<file path="src/hdl/socc_pkg.sv">
// shared types, widths and helpers for the segment obstacle clearance check
package socc_pkg;

   localparam int COORD_W = 32;            // coordinate field width
   localparam int DIFF_W  = COORD_W + 1;   // difference of two coordinates
   localparam int MAG_W   = COORD_W + 2;   // magnitude of any operand fed to the multiplier
   localparam int SUM_W   = 2 * MAG_W;     // unsigned sum of three squares
   localparam int ACC_W   = SUM_W + 1;     // signed accumulator
   localparam int T_BITS  = 16;            // fraction bits of the projection parameter
   localparam int ROOT_W  = MAG_W;         // square root of a SUM_W radicand
   localparam int DIST_W  = 32;            // distance output width
   localparam logic [31:0] THRESH_RESET = 32'd19661;

   typedef struct packed {
      logic start;
      logic clear;
      logic negate;
   } mac_cmd_type;

   // magnitude of a signed value one bit wider than the result
   function automatic logic [MAG_W-1:0] abs_mag(input logic [MAG_W:0] v);
      logic [MAG_W:0] n;
      n = ~v + 1'b1;
      return v[MAG_W] ? n[MAG_W-1:0] : v[MAG_W-1:0];
   endfunction

endpackage

</file>
<file path="src/hdl/socc_serial_mac.sv">
// bit-serial multiply-accumulate unit, one multiplier bit per cycle
module socc_serial_mac (
   input  logic                                 clock,
   input  logic                                 reset,
   input  socc_pkg::mac_cmd_type                cmd,
   input  logic [socc_pkg::MAG_W-1:0]           mcand,
   input  logic [socc_pkg::MAG_W-1:0]           mplier,
   output logic                                 done,
   output logic signed [socc_pkg::ACC_W-1:0]    acc
);
   import socc_pkg::*;

   localparam int CNT_W = $clog2(MAG_W + 1);

   logic signed [ACC_W-1:0] acc_ff, acc_in;
   logic [ACC_W-1:0] mcand_ff, mcand_in;
   logic [MAG_W-1:0] mplier_ff, mplier_in;
   logic neg_ff, neg_in;
   logic [CNT_W-1:0] cnt_ff, cnt_in;
   logic done_ff, done_in;

   always_comb begin
      acc_in    = acc_ff;
      mcand_in  = mcand_ff;
      mplier_in = mplier_ff;
      neg_in    = neg_ff;
      cnt_in    = cnt_ff;
      done_in   = 1'b0;
      if (cmd.start) begin
         mcand_in  = ACC_W'(mcand);
         mplier_in = mplier;
         neg_in    = cmd.negate;
         cnt_in    = CNT_W'(MAG_W);
         if (cmd.clear) begin
            acc_in = '0;
         end
      end else if (cnt_ff != '0) begin
         if (mplier_ff[0]) begin
            acc_in = neg_ff ? acc_ff - $signed(mcand_ff) : acc_ff + $signed(mcand_ff);
         end
         mcand_in  = mcand_ff << 1;
         mplier_in = mplier_ff >> 1;
         cnt_in    = cnt_ff - 1'b1;
         done_in   = (cnt_ff == CNT_W'(1));
      end
   end

   always_ff @(posedge clock) begin
      acc_ff    <= acc_in;
      mcand_ff  <= mcand_in;
      mplier_ff <= mplier_in;
      neg_ff    <= neg_in;
      if (reset) begin
         cnt_ff  <= '0;
         done_ff <= 1'b0;
      end else begin
         cnt_ff  <= cnt_in;
         done_ff <= done_in;
      end
   end

   assign done = done_ff;
   assign acc  = acc_ff;

endmodule

</file>
<file path="src/hdl/socc_divider.sv">
// restoring fraction divider, one quotient bit per cycle
module socc_divider (
   input  logic                                 clock,
   input  logic                                 reset,
   input  logic                                 start,
   input  logic [socc_pkg::SUM_W-1:0]           numer,
   input  logic [socc_pkg::SUM_W-1:0]           denom,
   output logic                                 done,
   output logic [socc_pkg::T_BITS-1:0]          quot
);
   import socc_pkg::*;

   localparam int CNT_W = $clog2(T_BITS + 1);
   localparam int REM_W = SUM_W + 2;

   logic [REM_W-1:0] rem_ff, rem_in, rem_sh;
   logic [SUM_W-1:0] den_ff, den_in;
   logic [T_BITS-1:0] quot_ff, quot_in;
   logic [CNT_W-1:0] cnt_ff, cnt_in;
   logic done_ff, done_in;

   always_comb begin
      rem_in  = rem_ff;
      den_in  = den_ff;
      quot_in = quot_ff;
      cnt_in  = cnt_ff;
      done_in = 1'b0;
      rem_sh  = {rem_ff[REM_W-2:0], 1'b0};
      if (start) begin
         rem_in  = REM_W'(numer);
         den_in  = denom;
         quot_in = '0;
         cnt_in  = CNT_W'(T_BITS);
      end else if (cnt_ff != '0) begin
         if (rem_sh >= REM_W'(den_ff)) begin
            rem_in  = rem_sh - REM_W'(den_ff);
            quot_in = {quot_ff[T_BITS-2:0], 1'b1};
         end else begin
            rem_in  = rem_sh;
            quot_in = {quot_ff[T_BITS-2:0], 1'b0};
         end
         cnt_in  = cnt_ff - 1'b1;
         done_in = (cnt_ff == CNT_W'(1));
      end
   end

   always_ff @(posedge clock) begin
      rem_ff  <= rem_in;
      den_ff  <= den_in;
      quot_ff <= quot_in;
      if (reset) begin
         cnt_ff  <= '0;
         done_ff <= 1'b0;
      end else begin
         cnt_ff  <= cnt_in;
         done_ff <= done_in;
      end
   end

   assign done = done_ff;
   assign quot = quot_ff;

endmodule

</file>
<file path="src/hdl/socc_sqrt.sv">
// digit-by-digit integer square root, two radicand bits per cycle
module socc_sqrt (
   input  logic                                 clock,
   input  logic                                 reset,
   input  logic                                 start,
   input  logic [socc_pkg::SUM_W-1:0]           radicand,
   output logic                                 done,
   output logic [socc_pkg::ROOT_W-1:0]          root
);
   import socc_pkg::*;

   localparam int CNT_W = $clog2(ROOT_W + 1);
   localparam int REM_W = ROOT_W + 3;

   logic [SUM_W-1:0] x_ff, x_in;
   logic [REM_W-1:0] rem_ff, rem_in, rem_sh, trial;
   logic [ROOT_W-1:0] root_ff, root_in;
   logic [CNT_W-1:0] cnt_ff, cnt_in;
   logic done_ff, done_in;

   always_comb begin
      x_in    = x_ff;
      rem_in  = rem_ff;
      root_in = root_ff;
      cnt_in  = cnt_ff;
      done_in = 1'b0;
      rem_sh  = {rem_ff[REM_W-3:0], x_ff[SUM_W-1:SUM_W-2]};
      trial   = {1'b0, root_ff, 2'b01};
      if (start) begin
         x_in    = radicand;
         rem_in  = '0;
         root_in = '0;
         cnt_in  = CNT_W'(ROOT_W);
      end else if (cnt_ff != '0) begin
         x_in = x_ff << 2;
         if (rem_sh >= trial) begin
            rem_in  = rem_sh - trial;
            root_in = {root_ff[ROOT_W-2:0], 1'b1};
         end else begin
            rem_in  = rem_sh;
            root_in = {root_ff[ROOT_W-2:0], 1'b0};
         end
         cnt_in  = cnt_ff - 1'b1;
         done_in = (cnt_ff == CNT_W'(1));
      end
   end

   always_ff @(posedge clock) begin
      x_ff    <= x_in;
      rem_ff  <= rem_in;
      root_ff <= root_in;
      if (reset) begin
         cnt_ff  <= '0;
         done_ff <= 1'b0;
      end else begin
         cnt_ff  <= cnt_in;
         done_ff <= done_in;
      end
   end

   assign done = done_ff;
   assign root = root_ff;

endmodule

</file>
<file path="src/hdl/segment_obstacle_clearance_check.sv">
// top level: point to 3d segment clearance check with sticky blocked flag
//
//   channel   direction  handshake                 payload
//   req_      in         req_valid / req_ready     segment start, end, obstacle, last flag
//   rsp_      out        rsp_valid / rsp_ready     distance, is_near, path_blocked, list_done
//   csr_      in         csr_write_enable          near_threshold (csr_write_data)
//
// one transaction at a time, run by the shared bit-serial multiply-accumulate unit
// (twelve products, each a start, one step per multiplier bit and done), the divider
// when t does not clamp, the square root, the output state and the idle state
// reset clears the sequencer, the sticky blocked flag and the response valid, and loads the default threshold
// a finished result waits in the output register; the next transaction is taken meanwhile
// and only its own result waits for rsp_ready
module segment_obstacle_clearance_check (
   input  logic                                clock,
   input  logic                                reset,
   input  logic                                req_valid,
   output logic                                req_ready,
   input  logic signed [socc_pkg::COORD_W-1:0] req_seg_start_x,
   input  logic signed [socc_pkg::COORD_W-1:0] req_seg_start_y,
   input  logic signed [socc_pkg::COORD_W-1:0] req_seg_start_z,
   input  logic signed [socc_pkg::COORD_W-1:0] req_seg_end_x,
   input  logic signed [socc_pkg::COORD_W-1:0] req_seg_end_y,
   input  logic signed [socc_pkg::COORD_W-1:0] req_seg_end_z,
   input  logic signed [socc_pkg::COORD_W-1:0] req_obstacle_x,
   input  logic signed [socc_pkg::COORD_W-1:0] req_obstacle_y,
   input  logic signed [socc_pkg::COORD_W-1:0] req_obstacle_z,
   input  logic                                req_last_obstacle,
   output logic                                rsp_valid,
   input  logic                                rsp_ready,
   output logic [socc_pkg::DIST_W-1:0]         rsp_distance,
   output logic                                rsp_is_near,
   output logic                                rsp_path_blocked,
   output logic                                rsp_list_done,
   input  logic                                csr_write_enable,
   input  logic [31:0]                         csr_write_data
);
   import socc_pkg::*;

   typedef enum logic [2:0] {S_IDLE, S_MAC, S_DIV, S_SQRT, S_OUT} state_type;
   // which product the serial unit is working on
   typedef enum logic [1:0] {P_LEN, P_DOT, P_PROJ, P_SQ} phase_type;

   localparam logic [T_BITS:0] T_ONE = {1'b1, {T_BITS{1'b0}}};

   state_type state_ff, state_in;
   phase_type phase_ff, phase_in;
   logic [1:0] k_ff, k_in;
   logic issued_ff, issued_in;
   logic signed [DIFF_W-1:0] d_ff [3];
   logic signed [DIFF_W-1:0] d_in [3];
   logic signed [DIFF_W-1:0] w_ff [3];
   logic signed [DIFF_W-1:0] w_in [3];
   logic [MAG_W-1:0] emag_ff [3];
   logic [MAG_W-1:0] emag_in [3];
   logic [SUM_W-1:0] len2_ff, len2_in;
   logic [T_BITS:0] t_ff, t_in;
   logic [DIST_W-1:0] dist_ff, dist_in;
   logic last_ff, last_in;
   logic blocked_ff, blocked_in;
   logic [31:0] thr_ff, thr_in;
   logic rsp_valid_ff, rsp_valid_in;
   logic [DIST_W-1:0] rsp_distance_ff, rsp_distance_in;
   logic rsp_is_near_ff, rsp_is_near_in;
   logic rsp_path_blocked_ff, rsp_path_blocked_in;
   logic rsp_list_done_ff, rsp_list_done_in;

   // datapath units
   mac_cmd_type mac_cmd;
   logic [MAG_W-1:0] mac_mcand, mac_mplier;
   logic mac_done;
   logic signed [ACC_W-1:0] mac_acc;
   logic div_start, div_done;
   logic [T_BITS-1:0] div_quot;
   logic sqrt_start, sqrt_done;
   logic [ROOT_W-1:0] sqrt_root;

   logic signed [DIFF_W-1:0] dk, wk;
   logic [MAG_W-1:0] dmag, wmag;
   logic [MAG_W-1:0] q_sel;
   logic [MAG_W:0] e_val;
   logic dot_le0;
   logic near, blocked, out_load;

   socc_serial_mac u_mac (
      .clock  (clock),
      .reset  (reset),
      .cmd    (mac_cmd),
      .mcand  (mac_mcand),
      .mplier (mac_mplier),
      .done   (mac_done),
      .acc    (mac_acc)
   );

   socc_divider u_div (
      .clock (clock),
      .reset (reset),
      .start (div_start),
      .numer (mac_acc[SUM_W-1:0]),
      .denom (len2_ff),
      .done  (div_done),
      .quot  (div_quot)
   );

   socc_sqrt u_sqrt (
      .clock    (clock),
      .reset    (reset),
      .start    (sqrt_start),
      .radicand (mac_acc[SUM_W-1:0]),
      .done     (sqrt_done),
      .root     (sqrt_root)
   );

   // operand selection for the current axis
   assign dk   = d_ff[k_ff];
   assign wk   = w_ff[k_ff];
   assign dmag = abs_mag({dk[DIFF_W-1], dk[DIFF_W-1], dk});
   assign wmag = abs_mag({wk[DIFF_W-1], wk[DIFF_W-1], wk});

   // projected offset: signed product shifted right, rounding toward minus infinity
   assign q_sel = mac_acc[MAG_W+T_BITS-1:T_BITS];
   assign e_val = {wk[DIFF_W-1], wk[DIFF_W-1], wk} - {q_sel[MAG_W-1], q_sel};

   // dot product not positive
   assign dot_le0 = mac_acc[ACC_W-1] || (mac_acc == '0);

   always_comb begin
      mac_cmd.start  = (state_ff == S_MAC) && !issued_ff;
      mac_cmd.clear  = (k_ff == 2'd0);
      mac_cmd.negate = 1'b0;
      mac_mcand      = dmag;
      mac_mplier     = dmag;
      case (phase_ff)
         P_LEN: begin
            mac_mcand  = dmag;
            mac_mplier = dmag;
         end
         P_DOT: begin
            mac_mcand      = wmag;
            mac_mplier     = dmag;
            mac_cmd.negate = dk[DIFF_W-1] ^ wk[DIFF_W-1];
         end
         P_PROJ: begin
            mac_mcand      = dmag;
            mac_mplier     = MAG_W'(t_ff);
            mac_cmd.negate = dk[DIFF_W-1];
            mac_cmd.clear  = 1'b1;
         end
         default: begin
            mac_mcand  = emag_ff[k_ff];
            mac_mplier = emag_ff[k_ff];
         end
      endcase
   end

   assign near     = dist_ff < thr_ff;
   assign blocked  = blocked_ff || near;
   assign out_load = (state_ff == S_OUT) && (!rsp_valid_ff || rsp_ready);

   always_comb begin
      state_in            = state_ff;
      phase_in            = phase_ff;
      k_in                = k_ff;
      issued_in           = issued_ff;
      d_in                = d_ff;
      w_in                = w_ff;
      emag_in             = emag_ff;
      len2_in             = len2_ff;
      t_in                = t_ff;
      dist_in             = dist_ff;
      last_in             = last_ff;
      blocked_in          = blocked_ff;
      thr_in              = thr_ff;
      rsp_valid_in        = rsp_valid_ff && !rsp_ready;
      rsp_distance_in     = rsp_distance_ff;
      rsp_is_near_in      = rsp_is_near_ff;
      rsp_path_blocked_in = rsp_path_blocked_ff;
      rsp_list_done_in    = rsp_list_done_ff;
      div_start           = 1'b0;
      sqrt_start          = 1'b0;

      if (csr_write_enable) begin
         thr_in = csr_write_data;
      end

      unique case (state_ff)
         S_IDLE: begin
            if (req_valid) begin
               // direction d = end - start, offset w = obstacle - start
               d_in[0]   = DIFF_W'(req_seg_end_x) - DIFF_W'(req_seg_start_x);
               d_in[1]   = DIFF_W'(req_seg_end_y) - DIFF_W'(req_seg_start_y);
               d_in[2]   = DIFF_W'(req_seg_end_z) - DIFF_W'(req_seg_start_z);
               w_in[0]   = DIFF_W'(req_obstacle_x) - DIFF_W'(req_seg_start_x);
               w_in[1]   = DIFF_W'(req_obstacle_y) - DIFF_W'(req_seg_start_y);
               w_in[2]   = DIFF_W'(req_obstacle_z) - DIFF_W'(req_seg_start_z);
               last_in   = req_last_obstacle;
               phase_in  = P_LEN;
               k_in      = 2'd0;
               issued_in = 1'b0;
               state_in  = S_MAC;
            end
         end
         S_MAC: begin
            if (!issued_ff) begin
               issued_in = 1'b1;
            end else if (mac_done) begin
               issued_in = 1'b0;
               k_in      = k_ff + 2'd1;
               if (phase_ff == P_PROJ) begin
                  emag_in[k_ff] = abs_mag(e_val);
               end
               if (k_ff == 2'd2) begin
                  k_in = 2'd0;
                  unique case (phase_ff)
                     P_LEN: begin
                        len2_in  = mac_acc[SUM_W-1:0];
                        phase_in = P_DOT;
                     end
                     P_DOT: begin
                        phase_in = P_PROJ;
                        // zero-length segment or point at or behind the start
                        if ((len2_ff == '0) || dot_le0) begin
                           t_in = '0;
                        end else if (mac_acc[SUM_W-1:0] >= len2_ff) begin
                           // point at or past the end
                           t_in = T_ONE;
                        end else begin
                           div_start = 1'b1;
                           state_in  = S_DIV;
                        end
                     end
                     P_PROJ: begin
                        phase_in = P_SQ;
                     end
                     P_SQ: begin
                        sqrt_start = 1'b1;
                        state_in   = S_SQRT;
                     end
                     default: begin
                        state_in = S_IDLE;
                     end
                  endcase
               end
            end
         end
         S_DIV: begin
            if (div_done) begin
               t_in      = {1'b0, div_quot};
               issued_in = 1'b0;
               state_in  = S_MAC;
            end
         end
         S_SQRT: begin
            if (sqrt_done) begin
               // saturate the root to the output range
               dist_in  = (sqrt_root[ROOT_W-1:DIST_W] != '0) ? '1 : sqrt_root[DIST_W-1:0];
               state_in = S_OUT;
            end
         end
         S_OUT: begin
            if (out_load) begin
               rsp_valid_in        = 1'b1;
               rsp_distance_in     = dist_ff;
               rsp_is_near_in      = near;
               rsp_path_blocked_in = blocked;
               rsp_list_done_in    = last_ff;
               blocked_in          = blocked && !last_ff;
               state_in            = S_IDLE;
            end
         end
         default: begin
            state_in = S_IDLE;
         end
      endcase
   end

   always_ff @(posedge clock) begin
      d_ff                <= d_in;
      w_ff                <= w_in;
      emag_ff             <= emag_in;
      len2_ff             <= len2_in;
      t_ff                <= t_in;
      dist_ff             <= dist_in;
      last_ff             <= last_in;
      phase_ff            <= phase_in;
      k_ff                <= k_in;
      rsp_distance_ff     <= rsp_distance_in;
      rsp_is_near_ff      <= rsp_is_near_in;
      rsp_path_blocked_ff <= rsp_path_blocked_in;
      rsp_list_done_ff    <= rsp_list_done_in;
      if (reset) begin
         state_ff     <= S_IDLE;
         issued_ff    <= 1'b0;
         blocked_ff   <= 1'b0;
         thr_ff       <= THRESH_RESET;
         rsp_valid_ff <= 1'b0;
      end else begin
         state_ff     <= state_in;
         issued_ff    <= issued_in;
         blocked_ff   <= blocked_in;
         thr_ff       <= thr_in;
         rsp_valid_ff <= rsp_valid_in;
      end
   end

   assign req_ready        = (state_ff == S_IDLE);
   assign rsp_valid        = rsp_valid_ff;
   assign rsp_distance     = rsp_distance_ff;
   assign rsp_is_near      = rsp_is_near_ff;
   assign rsp_path_blocked = rsp_path_blocked_ff;
   assign rsp_list_done    = rsp_list_done_ff;

   // serial units only finish while the sequencer waits on them
   a_mac_done_in_mac: assert property (@(posedge clock) disable iff (reset)
      mac_done |-> (state_ff == S_MAC))
      else $error("mac finished outside its phase");

   a_div_done_in_div: assert property (@(posedge clock) disable iff (reset)
      div_done |-> (state_ff == S_DIV))
      else $error("divider finished outside its phase");

   a_t_in_range: assert property (@(posedge clock) disable iff (reset)
      (state_ff == S_SQRT) |-> (t_ff <= T_ONE))
      else $error("projection parameter above one");

   a_list_end_clears: assert property (@(posedge clock) disable iff (reset)
      (out_load && last_ff) |=> !blocked_ff)
      else $error("blocked flag survived the end of a list");

endmodule
</file>
<file path="config.mk">
export PLATFORM = sky130hd
export DESIGN_NAME = segment_obstacle_clearance_check
export DESIGN_NICKNAME = d
export VERILOG_FILES = /design/src/hdl/socc_pkg.sv /design/src/hdl/socc_serial_mac.sv /design/src/hdl/socc_divider.sv /design/src/hdl/socc_sqrt.sv /design/src/hdl/segment_obstacle_clearance_check.sv
export SDC_FILE = /design/constraint.sdc
export NUM_CORES = 2
export LEC_CHECK = 0
export ABC_AREA = 1
export BUFFER_PORTS_ARGS = -buffer_cell sky130_fd_sc_hd__buf_2
export CAP_MARGIN = 20
export CORE_MARGIN = 1.5
export CORE_UTILIZATION = 50
export CTS_CLUSTER_DIAMETER = 60
export CTS_CLUSTER_SIZE = 12
export DETAILED_ROUTE_END_ITERATION = 10
export MAX_ROUTING_LAYER = met4
export PLACE_DENSITY = 0.77
export SLEW_MARGIN = 10
export SYNTH_ARGS = -nofsm -noshare
export SYNTH_HDL_FRONTEND = slang
export SYNTH_SLANG_ARGS = --single-unit
</file>
<file path="constraint.sdc">
create_clock -name clock -period 13.55 [get_ports clock]
set_clock_uncertainty 0.15 [all_clocks]
set_input_delay 2.71 -clock clock [delete_from_list [all_inputs] [get_ports clock]]
set_output_delay 2.71 -clock clock [all_outputs]
set_load 0.03 [all_outputs]
</file>
# ---- Word-level counts from Yosys, hierarchy flattened
# Index checks and enable logic that the tools add are counted.
dict set report classes {
  shifts 0
  n_div 0
  multipliers 0
  reduce_logical 48
  bitwise 8
  add_sub_neg 18
  magnitude_cmp 6
  n_eq_ne 25
  muxes 90
}
# op n
set ops {}
lappend ops {{$mux 69} 6}
lappend ops {{$mux 34} 10}
lappend ops {{$mux 68} 4}
lappend ops {{$sub 32x32->33} 6}
lappend ops {{$pmux 34 s2} 2}
lappend ops {{$bmux 33 s2} 2}
lappend ops {{$mux 33} 4}
lappend ops {{$mux 17} 7}
lappend ops {{$add 34x1->34 const B} 3}
lappend ops {{$bwmux 102} 1}
lappend ops {{$not 34->34} 3}
lappend ops {{$ge 70x68->1} 1}
lappend ops {{$add 69x69->69} 1}
lappend ops {{$logic_not 69->1} 1}
lappend ops {{$sub 69x68->69} 1}
lappend ops {{$sub 69x69->69} 1}
lappend ops {{$bmux 34 s2} 1}
lappend ops {{$demux 34 s2} 1}
lappend ops {{$ge 68x68->1} 1}
lappend ops {{$logic_not 68->1} 1}
lappend ops {{$ge 37x36->1} 1}
lappend ops {{$mux 35} 1}
lappend ops {{$sub 33x34->35} 1}
lappend ops {{$sub 35x35->35} 1}
lappend ops {{51 further kinds} 134}
dict set report totals {
  romBits 0
  mem_bits_rw 0
  input_bits 326
  mem_count 0
  ff_bits 978
  latchBits 0
  out_inout_bits 37
}

# ---- Longest topological paths before layout
dict set report logic_depth {
  ltp_word 10
  ltp_mapped 31
  ltp_nobuf 31
}

# ---- Cells and area by module
# Synthesis repeated with hierarchy kept, for this count alone.
dict set report hier_totals {
  cells_unflattened 10540
  hier_area_um2 75318.5
}
# module seq_area_each_um2 cells_per_inst instances area_per_inst_um2
set modules_own_cells {}
lappend modules_own_cells {segment_obstacle_clearance_check 14483.9 4992 1 38583.3}
lappend modules_own_cells {socc_serial_mac 4984.8 2319 1 15021.9}
lappend modules_own_cells {socc_divider 4544.4 1996 1 13098.8}
lappend modules_own_cells {socc_sqrt 3563.4 1233 1 8614.5}

# ---- Worst setup path after synthesis
# OpenSTA, ideal clock, no wires.
dict set report synth_path {
  path_type {input to register}
  from {input req_valid}
  to {register d_ff[0] (netlist name), enable pin}
  cell_stages 2
  arrival_time_ns 10.943
  path_slack_ns 1.694
  path_cell_list {inv_1 nor2_1}
}
dict set report synth_between {
  elab_chain_cells 1
}
# element line
set synth_rtl {}
lappend synth_rtl {{start: declaration} segment_obstacle_clearance_check.sv:17} ;# input logic req_valid,
lappend synth_rtl {{$reduce_and 2->1 (no source line)} -}
lappend synth_rtl {{end signal: assignment} segment_obstacle_clearance_check.sv:278} ;# d_ff <= d_in;
lappend synth_rtl {{end: declaration} segment_obstacle_clearance_check.sv:50} ;# logic signed [DIFF_W-1:0] d_ff [3];
# Every way passes these cells.
# A chain may end at the register's enable or synchronous reset.

# ---- Worst setup path after layout
dict set report layout_path {
  from {register k_ff[0]}
  to {register emag_ff[85] (netlist name) (data pin)}
}
dict set report layout_between {
  elab_chain_cells 9
  word_cells_on_any_way 14
}
# element line
set layout_rtl {}
lappend layout_rtl {{start: declaration} segment_obstacle_clearance_check.sv:48} ;# logic [1:0] k_ff, k_in;
lappend layout_rtl {{start signal: assignment} segment_obstacle_clearance_check.sv:286} ;# k_ff <= k_in;
lappend layout_rtl {{$not 2->3 (not written as such) *} {segment_obstacle_clearance_check.sv:116, segment_obstacle_clearance_check.sv:210}}
lappend layout_rtl {{$bmux 33 s2} segment_obstacle_clearance_check.sv:116} ;# assign wk = w_ff[k_ff];
lappend layout_rtl {{$mux 33 (not written as such) (2 in a row)} segment_obstacle_clearance_check.sv:116}
lappend layout_rtl {{$sub 33x34->35} segment_obstacle_clearance_check.sv:122} ;# assign e_val = {wk[DIFF_W-1], wk[DIFF_W-1], wk} - {q_sel[MAG_W-1], q_sel};
lappend layout_rtl {{$not 34->34} socc_pkg.sv:23} ;# n = ~v + 1'b1;
lappend layout_rtl {{$add 34x1->34} socc_pkg.sv:23}
lappend layout_rtl {{$mux 34} socc_pkg.sv:24} ;# return v[MAG_W] ? n[MAG_W-1:0] : v[MAG_W-1:0];
lappend layout_rtl {{$bwmux 102 *} segment_obstacle_clearance_check.sv:210} ;# emag_in[k_ff] = abs_mag(e_val);
lappend layout_rtl {{end signal: assignment} segment_obstacle_clearance_check.sv:280} ;# emag_ff <= emag_in;
lappend layout_rtl {{end: declaration} segment_obstacle_clearance_check.sv:54} ;# logic [MAG_W-1:0] emag_ff [3];
# Mark *: on every way between the ends. The rest lies on a longest branch, timed or not. The select of a mux whose other input is x is not followed.

==> metrics.yaml <==
status:
  status: "completed"
routing:
  route.detailed.drc: 0
  viasPerCell: 5.77
  drtAntennaViolNets: 0
  via_count: 67759
  dr.pass1.iters: 10
  routedWlPerCell_um: 22.8
  drt_iter0_markers: 7612
  drt_wl_total_um: 268000
layout:
  area_growth_pct: 10.4
  design_area_sq_um: 78700
  final_common_cell: "nand2_1"
  nets: 10595
  drive_gt1_frac: 0.0694
  n_fill_cell: 13431
  final_cell_mix: "1940 x nand2_1, 1517 x inv_1, 1065 x nor2_1"
sta:
  fin_setup_tns_ns: 0
  rsz0062_at_grt: "no"
  drv_slew: 0
  tightest_slew_ns: 1.18
  fmax_mhz: 160
  setup-violations-final: 0
  period_share: 0.461
  relSlewSlack: 0.206
  finalHoldViolCount: 0
  min_period_ns: 6.25
place:
  gp_congestion: 1.08
  post_dp_cell_area_sq_um: 75000
  port_buffers: 362
  hpwl_um: 217000
run:
  maxCapViolCount: 0
setup_path:
  cp.arrival_ns: 6.59
  end_kind: "flop"
  worstSetupPathType: "reg2reg"
  worstPathRequired_ns: 13.88
  cp_max_fo: 53
  start_kind: "flop"
clock_tree:
  hold_buffers: 0
  post-cts-setup-buffers: 0
  cts_root_buf: "clkbuf_16"
  insertion_delay_ns: 0.80
  cts.clk_slew.worst_paths_ns: 0.07
  htreeDepth: 3
  clock_path_buffers: 3
  cts_tree: "done"
  clkSinkCount: 978
  numCtsBuffers: 113
  post_cts_resize_count: 0
logic_synthesis:
  syn_inst: 9420
  synth_edf_count: 799
  synth_area_sq_um: 71300
  avgSynthCellArea_sq_um: 7.57
  synthFlopType: "edfxtp_1"
  ys_seq_elements: 978
  yosysWarnings: 0
  seq_area_frac_synth: 0.387
  synthesis.nets: 10274
  async_reset_ff_frac: 0
  synthDistinctLibCells: 75
grt:
  antenna_found_initial: 10
  grt_usage: 0.371
  grt_pass1_vias: 64949
  grt_pass1_wl_um: 398000
  grt_start_max_net_pins: 147
  gr-total-overflow: 0
pwr:
  irDropWorstVdd_v: 0.000286
  power.density_nw_per_um2: 298
  p_leak_nw: 35.8
die:
  die-area_sq_um: 145000
  boundaryPins: 363
  die-height_um: 381
  coreArea_sq_um: 142000
  num_rows: 138
  start_util: 0.504
  die_x_um: 381
hold_path:
  hold_class: "reg2reg"
## power by group
part           internal (W)  leakage, nW  switching [W]
sequential          0.00521         9.04       0.000762
combinational       0.00420         25.0         0.0102
clock               0.00165         1.75        0.00138
## critical path, stage by stage (launching register included)
cell and delay (ns):
edfxtp_1 0.37, buf_4 0.33, inv_6 0.46, nand2_4 0.27, inv_2 0.41, a22oi_2 0.24
ha_1 0.27, fa_1 0.42, inv_1 0.37, nand2_1 0.09, nand2_1 0.09, and2_1 0.22
xnor2_1 0.30, nand2_1 0.18, nor2_1 0.12, nand2_1 0.16, nor2_1 0.43, nand4_1 0.24
nor2_1 0.32, nand2_1 0.08, nand2_1 0.08, xor2_1 0.19, inv_1 0.10
## area by class of cell
| class | instances | area [sq um] | area share |
|---|---|---|---|
| diodes | 8 | 20.0 | 0.000254 |
| clock buffers | 167 | 3080 | 0.0392 |
| clock inverters | 47 | 568 | 0.00721 |
| inverters | 1530 | 5750 | 0.0730 |
| multi-input cells | 6709 | 37200 | 0.472 |
| flip-flops and latches | 978 | 27600 | 0.350 |
| well taps | 1890 | 2360 | 0.0300 |
| repair buffers | 409 | 2200 | 0.0279 |
## registers in the layout, summed over array words and instances (netlist names), 32 cells and up
register and count:
u_sqrt.rem_ff 35, len2_ff 68, u_mac.acc 69, u_mac.mplier_ff 34, d_ff 99, dist_ff 32, u_sqrt.root 34, u_div.den_ff 68
u_sqrt.x_ff 68, u_div.rem_ff 69, u_mac.mcand_ff 69, thr_ff 32, rsp_distance 32, emag_ff 102, w_ff 99
## through the flow
| stage | hold WS [ns] | utilization | cells | setup slack, ns | power [W] |
|---|---|---|---|---|---|
| finish | 0.304 | 0.556 | 11738 | 7.30 | 0.0234 |
| CTS | 0.291 | 0.556 | 11729 | 7.68 | 0.0230 |
| global route | 0.295 | 0.556 | 11738 | 7.13 | 0.0250 |
| detailed placement | 0.289 | 0.530 | 11515 | 7.36 | 0.0199 |
| global placement | 0.285 | 0.530 | 11515 | 7.49 | 0.0197 |
| floorplan | 0.276 | - | 9420 | 1.69 | 0.0155 |
## per-layer routing
| layer | part of all wire | up-vias | track usage | routed length (um) |
|---|---|---|---|---|
| li1 | - | 32071 | - | - |
| met1 | 0.41 | 31802 | 0.474 | 111000 |
| met2 | 0.45 | 3264 | 0.578 | 121000 |
| met3 | 0.079 | 622 | 0.0501 | 21100 |
| met4 | 0.055 | 0 | 0.181 | 14800 |
| met5 | 0 | - | - | 0 |
## synth_stat cells, types with 6 or more instances
library cell  instances  area, sq um
a2111oi_0             7         61.3
a211oi_1             31          233
a21boi_0             35          263
a21o_1               53          398
a21oi_1             791         3960
a22oi_1              11         82.6
a31oi_1              96          601
and2_1               11         68.8
buf_1                 8         30.0
buf_2                35          175
buf_4                11         82.6
buf_6                15          169
clkbuf_1            134          503
dfxtp_1             179         3580
edfxtp_1            799        24000
fa_1                  9          180
ha_1                519         6490
inv_1              1517         5690
inv_2                 8         30.0
nand2_1            1942         7290
nand2_2              15         93.8
nand3_1             378         1890
nand3b_1             63          473
nand4_1             123          769
nor2_1             1073         4030
nor2_2               11         68.8
nor3_1               99          495
nor4_1               56          350
o2111ai_1            15          131
o211ai_1             52          390
o21a_1               56          420
o21ai_0             677         3390
o21ai_1              41          205
o21ai_2               7         61.3
o21bai_1             24          180
o221ai_1              8         70.1
o22ai_1               9         56.3
o2bb2ai_1            26          228
o31ai_1               6         45.0
or2_1                 7         43.8
or2_2                28          175
xnor2_1             135         1180
xor2_1              246         2150
## cell families after synthesis
logic type | Yosys count | synth area share
compound gates | 1975 | 0.156
simple gates | 3823 | 0.223
buf+inv | 1733 | 0.0940
flops | 978 | 0.387
xor+xnor | 383 | 0.0472
fa+ha+maj | 528 | 0.0935
## path summary, 6_finish.rpt
check | slack (ns) | depth (start not counted) | from | endpoint
worst max-delay path | 7.30 | 22 | k_ff[0] | emag_ff[85]
worst min-delay path | 0.30 | 0 | len2_ff[39] | u_div.den_ff[39]
worst min register to register | 0.30 | 0 | len2_ff[39] | u_div.den_ff[39]
worst max register to register | 7.30 | 22 | k_ff[0] | emag_ff[85]
Power figures use the tool's default switching activity.
